**config.mk**
```make
export PLATFORM = sky130hd
export DESIGN_NAME = rmsp_queue
export DESIGN_NICKNAME = d
export VERILOG_FILES = /design/src/design/rmsp_pkg.sv /design/src/design/rmsp_queue.sv
export SDC_FILE = /design/constraint.sdc
export NUM_CORES = 1
export LEC_CHECK = 0
export BUFFER_PORTS_ARGS = -buffer_cell sky130_fd_sc_hd__buf_4
export CAP_MARGIN = 20
export CORE_AREA = 2 2 268 270
export DETAILED_ROUTE_END_ITERATION = 16
export DIE_AREA = 0 0 270 272
export GPL_ROUTABILITY_DRIVEN = 0
export PLACE_DENSITY = 0.71
export SLEW_MARGIN = 20
export SYNTH_ARGS = -nofsm -noshare
export SYNTH_HDL_FRONTEND = slang
export SYNTH_SLANG_ARGS = --single-unit
```
**constraint.sdc**
```tcl
create_clock -name clk -period 12.7 [get_ports clk]
set_input_delay 2.54 -clock clk [delete_from_list [all_inputs] [get_ports clk]]
set_output_delay 2.54 -clock clk [all_outputs]
set_load 0.01 [all_outputs]
```
**src/design/rmsp_pkg.sv**
```systemverilog
// ============================================================================
// rmsp_pkg - shared types and constants for the RMSprop update block
// Item layouts, register indexes and pipeline sizes used by the front, queue, back and top modules.
// ============================================================================
`default_nettype none

package rmsp_pkg;

  localparam int CACHE_DEPTH = 4096;                 // square-average entries
  localparam int CACHE_AW    = $clog2(CACHE_DEPTH);
  localparam int QDEPTH      = 8;                    // front-to-back queue
  localparam int QAW         = $clog2(QDEPTH);
  localparam int SQ_STEPS    = 24;                   // root digits of a 48-bit radicand
  localparam int DIV_STEPS   = 49;                   // quotient bits of the step
  localparam logic [15:0] AVG_ONE_LO = 16'd0;        // low 16 bits of 1.0 in Q1.16
  localparam logic [23:0] RATE_RESET = 24'd16777;
  localparam logic [23:0] DECAY_RESET = 24'd0;
  localparam logic [15:0] AVG_RESET  = 16'd58982;
  localparam logic [15:0] EPS_RESET  = 16'd1;

  typedef enum logic [1:0] {
    REG_INITIAL_RATE  = 2'd0,
    REG_RATE_DECAY    = 2'd1,
    REG_AVERAGE_DECAY = 2'd2,
    REG_EPSILON       = 2'd3
  } cfg_reg_t;

  // Request handed from front to back after the cache update.
  typedef struct packed {
    logic        gneg;
    logic [31:0] weight;
    logic [31:0] gmag;
    logic [31:0] cache;
    logic [23:0] rate;
    logic        last;
    logic        sat;
  } q_item_t;

  // Fields that ride along the back pipeline untouched.
  typedef struct packed {
    logic        gneg;
    logic [31:0] weight;
    logic        last;
    logic        sat;
  } meta_t;

endpackage

`default_nettype wire

```
**src/design/rmsp_queue.sv**
```systemverilog
// ============================================================================
// rmsp_queue - short FIFO between front and back
// Register-based queue of requests with an occupancy count.
// ============================================================================
`default_nettype none

module rmsp_queue import rmsp_pkg::*; (
  input  wire logic    clk,
  input  wire logic    rst_n,
  input  wire logic    push,
  input  wire q_item_t push_item,
  input  wire logic    pop,
  output q_item_t      head,
  output logic         empty,
  output logic [QAW:0] count
);

  q_item_t        mem_r [QDEPTH];
  logic [QAW-1:0] wp_r, wp_nxt, rp_r, rp_nxt;
  logic [QAW:0]   cnt_r, cnt_nxt;

  assign head  = mem_r[rp_r];
  assign empty = (cnt_r == '0);
  assign count = cnt_r;

  always_comb begin
    wp_nxt  = push ? wp_r + 1'b1 : wp_r;
    rp_nxt  = pop  ? rp_r + 1'b1 : rp_r;
    cnt_nxt = cnt_r + (QAW+1)'(push) - (QAW+1)'(pop);
  end

  always_ff @(posedge clk) begin
    if (!rst_n) begin
      wp_r  <= '0;
      rp_r  <= '0;
      cnt_r <= '0;
    end else begin
      wp_r  <= wp_nxt;
      rp_r  <= rp_nxt;
      cnt_r <= cnt_nxt;
    end
  end

  always_ff @(posedge clk) begin
    if (push) begin
      mem_r[wp_r] <= push_item;
    end
  end

endmodule

`default_nettype wire

```
# Yosys cells after proc, flatten, opt, wreduce, memory -nomap -nowiden
# Memories as Yosys holds them, arrays and structs flattened. A register that Yosys moved wholly into a read port is not among the register bits.
# Index checks and enable logic that the tools add are counted.
# word_totals
ff_bits,10
ram_bits,984
out_inout_bits,128
n_memories,1
# memory_table
name,depth,word_bits,rd,rd_ports_with_merged_regs,wr,line,rtl
mem_r,8,123,1,1,1,rmsp_queue.sv:18,q_item_t mem_r [QDEPTH];
# classes
n_addsub,4
mux,4
reduce_logical,1
# ops
operator,count
"3-bit by 1-bit adder with 3-bit output, second input constant",2
3-bit two-way mux,2
4-bit by 1-bit adder with 4-bit output,1
4-bit zero test,1
4-bit by 1-bit subtractor with 4-bit output,1
1-bit two-way mux,2

# Logic depth before layout (Yosys ltp)
# depth
ltp_word,3
depth_mapped,8

# Worst setup path after synthesis
# OpenSTA, ideal clock, no wires.
# synth_timing
kind,input -> register
start,input push
end,memory mem_r[0][0] (netlist bit) (enable)
setup_time_ps,756
arrival_ps,10938
t_required_ps,11944
setup_slack_ps,1006
path_stages,2
n_path_buf,0
path_cell_list,nand2b_1 nor3_1
# synth_between
elab_chain_len,2
# synth_rtl
item,line,rtl
"start, declared",rmsp_queue.sv:10,"input wire logic push,"
1-bit two-way mux,rmsp_queue.sv:45,if (push) begin
1-bit two-way mux (implied by the code),rmsp_queue.sv:46,mem_r[wp_r] <= push_item;
"end, declared",rmsp_queue.sv:18,
# No other way between the ends.

==> impl_metrics.json <==
{
  "status": "finished clean",
  "yosys_warnings": 0,
  "period_share_pct": 52.4,
  "clkLatencyLatePin_ns": 0.64,
  "reg2reg_to": "mem_r[6][71]$_DFFE_PP_",
  "setup_viol": 0,
  "fin_setup_tns_ns": 0,
  "leakagePower_nw": 14.3,
  "fin_nets": 1940,
  "final_common_cell": "edfxtp_1",
  "hold_class": "register to register",
  "cts_tree": "yes",
  "r2r_start": "wp_r[1]$_SDFFE_PN0P_",
  "syn_inst": 1489,
  "postCtsSetupRepairBufs": 0,
  "fillers": 4668,
  "dieArea_mm2": 0.0734,
  "mostFrequentLayoutCells": "edfxtp_1 (984), buf_4 (284), mux4_1 (137), mux2_2 (123), mux4_2 (109)",
  "cts_max_level": 3,
  "hold_start": "rp_r[1]$_SDFFE_PN0P_",
  "cts_resized": 0,
  "drt_wl_total_um": 72800,
  "ys_seq_area_share_pct": 77.7,
  "start_util_pct": 54.2,
  "numCtsBuffers": 97,
  "syn_nets": 1624,
  "synth_top_area_cell": "edfxtp_1",
  "irDropWorstVdd_mv": 0.119,
  "gr-max-usage-layer": "met2",
  "grt_util_met3_pct": 4.38,
  "rrSetupSlack_ns": 9.73,
  "antenna_found_initial": 6,
  "rsz0062_at_grt": "false",
  "area_growth_pct": 15.3,
  "met2_usage_pct": 34.0,
  "grt_pass1_wl_um": 108000,
  "critPathLaunchType": "register",
  "power_frac_comb_pct": 8.4,
  "end_kind": "primary output",
  "p_clk_share_pct": 39.4,
  "firstDrtPassIters": 5,
  "grt-ovfl-total": 0,
  "drv_slew": 0,
  "via_per_inst": 5.80,
  "power_frac_seq_pct": 52.1,
  "cts_max_path_buffers": 3,
  "power.internal_mw": 5.68,
  "grt_use_total_pct": 19.8,
  "io_buffers": 254,
  "root_buffer": "clkbuf_16",
  "place_area_mm2": 0.0410,
  "clk_pin_slew_worst_paths_ns": 0.07,
  "fin_ws_ns": 6.05,
  "design_area_mm2": 0.0442,
  "netlist.area_leader.share_pct": 77.1,
  "power_density_mw_per_mm2": 162,
  "crit_arrival_ns": 4.11,
  "p_sw_mw": 1.48,
  "std_cell_rows": 98,
  "die_x_um": 270,
  "wl_per_cell_um": 25.7,
  "avgSynthCellArea_um2": 25.8,
  "use_met1_pct": 25.9,
  "skew_ns": 0.0209,
  "worst_pin_slew_ns": 1.02,
  "syn_area_mm2": 0.0383,
  "cp.required_ns": 10.16,
  "place_hpwl_um": 38400,
  "utilization_pct": 62.5,
  "slew-limit-headroom_pct": 32.0,
  "drc": 0,
  "core_area_mm2": 0.0708,
  "cts_hold_buffers": 0,
  "post_route_cells_drive_above_1_share_pct": 35.3,
  "hold_depth": 2,
  "dp_slack_ns": 6.58,
  "rr_worst_depth": 4,
  "fp.dieH_um": 272,
  "grt_max_degree": 127,
  "drtIter0Drc": 1209,
  "yosys-top-cells-area": "edfxtp_1 (77%), mux4_1 (9.4%), mux4_2 (6.4%)",
  "fin_crit_ns": 6.65,
  "critical_path_class": "register to primary output",
  "fin_cells": 2833,
  "cts_sinks": 997,
  "hold_viol_final": 0,
  "grt_pass1_vias": 17093,
  "cap_viol_max_count": 0,
  "crit_fanout": 69,
  "synth-seq-cells": 997,
  "io_pins": 255,
  "fmax_mhz": 150,
  "power.share.switching_pct": 20.6,
  "dp.cells": 2654,
  "vias": 16424,
  "synth.distinct_cells": 27,
  "antenna_left": 0
}
## power by group through the flow
stage	clock [mW]	sequential (mW)	combinational, mW
floorplan	0	3.81	0.363
global placement	0	3.80	0.599
detailed placement	0	3.80	0.611
CTS	2.88	3.73	0.613
global route	3.01	3.74	0.647
finish	2.82	3.73	0.602
## layer usage
metal,vias up,share of wire [%]
li1,7149,-
met1,8782,41
met2,382,52
met3,101,5.7
met4,10,1.7
met5,-,0.087
## cells by family (layout without fill, tap and decap cells)
logic type,Yosys count,count (layout),share of synthesized area (%)
AND/OR/NAND/NOR,28,28,0.379
multiplexers,372,372,19.5
flip-flops,997,997,77.7
buffers and inverters,77,469,1.97
other,0,2,0
AO/OA/AOI/OAI,2,2,0.0326
XOR/XNOR,5,5,0.114
adder cells (fa/ha/maj),8,8,0.281
## area by class of cell
| class | count | area (um^2) | area share (%) |
|---|---|---|---|
| sequential | 997 | 29800 | 67.4 |
| multi-input combinational | 415 | 7830 | 17.7 |
| clock buffer | 122 | 2550 | 5.77 |
| timing repair buffer | 287 | 2210 | 4.99 |
| tap | 950 | 1190 | 2.69 |
| clock inverter | 53 | 587 | 1.33 |
| inverter | 7 | 26.3 | 0.0594 |
| antenna | 2 | 5.00 | 0.0113 |
## worst max-delay path: stages (launching register included)
cell	delay, ns
dfxtp_4	0.84
buf_4	0.72
buf_4	0.87
mux4_1	0.44
mux2_2	0.29
buf_4	0.14
## flip-flops by register name (all words and copies together) (netlist names), named ones only
name / flops
mem_r: 984
count: 4
rp_r: 3
wp_r: 3
## worst max-delay path by stage
stage | to | startpoint | slack, ns
after floorplan | mem_r[0][0]$_DFFE_PP_ | push | 1.01
after global placement | head[112] | register | 6.64
after detailed placement | head[112] | register | 6.58
after CTS | head[112] | register | 5.88
after global routing | head[112] | register | 5.85
final | head[77] | register | 6.05
## synthesized netlist by cell type
cell type  number
mux2i_1         3
buf_12          4
buf_1          14
buf_2           2
nor2_1          6
ha_1            7
a21o_1          1
buf_6           6
xor2_1          2
nor2b_1         3
dfxtp_1        13
mux4_2        109
a21oi_1         1
fa_1            1
inv_1           7
nand2_1         5
buf_8          19
mux2_2        123
and3_1          1
mux4_1        137
nor3_1          2
nand2b_1        4
clkbuf_1       11
xnor2_1         3
edfxtp_1      984
clkbuf_8       14
and2_1          7
## stage by stage
| stage | hold WS [ns] | total power [mW] |
|---|---|---|
| final | 0.562 | 7.16 |
| after global routing | 0.615 | 7.40 |
| after CTS | 0.559 | 7.23 |
| after detailed placement | 0.543 | 4.41 |
| after global placement | 0.543 | 4.40 |
| after floorplan | 0.512 | 4.17 |
No activity file was read; power rests on OpenSTA's default activity.
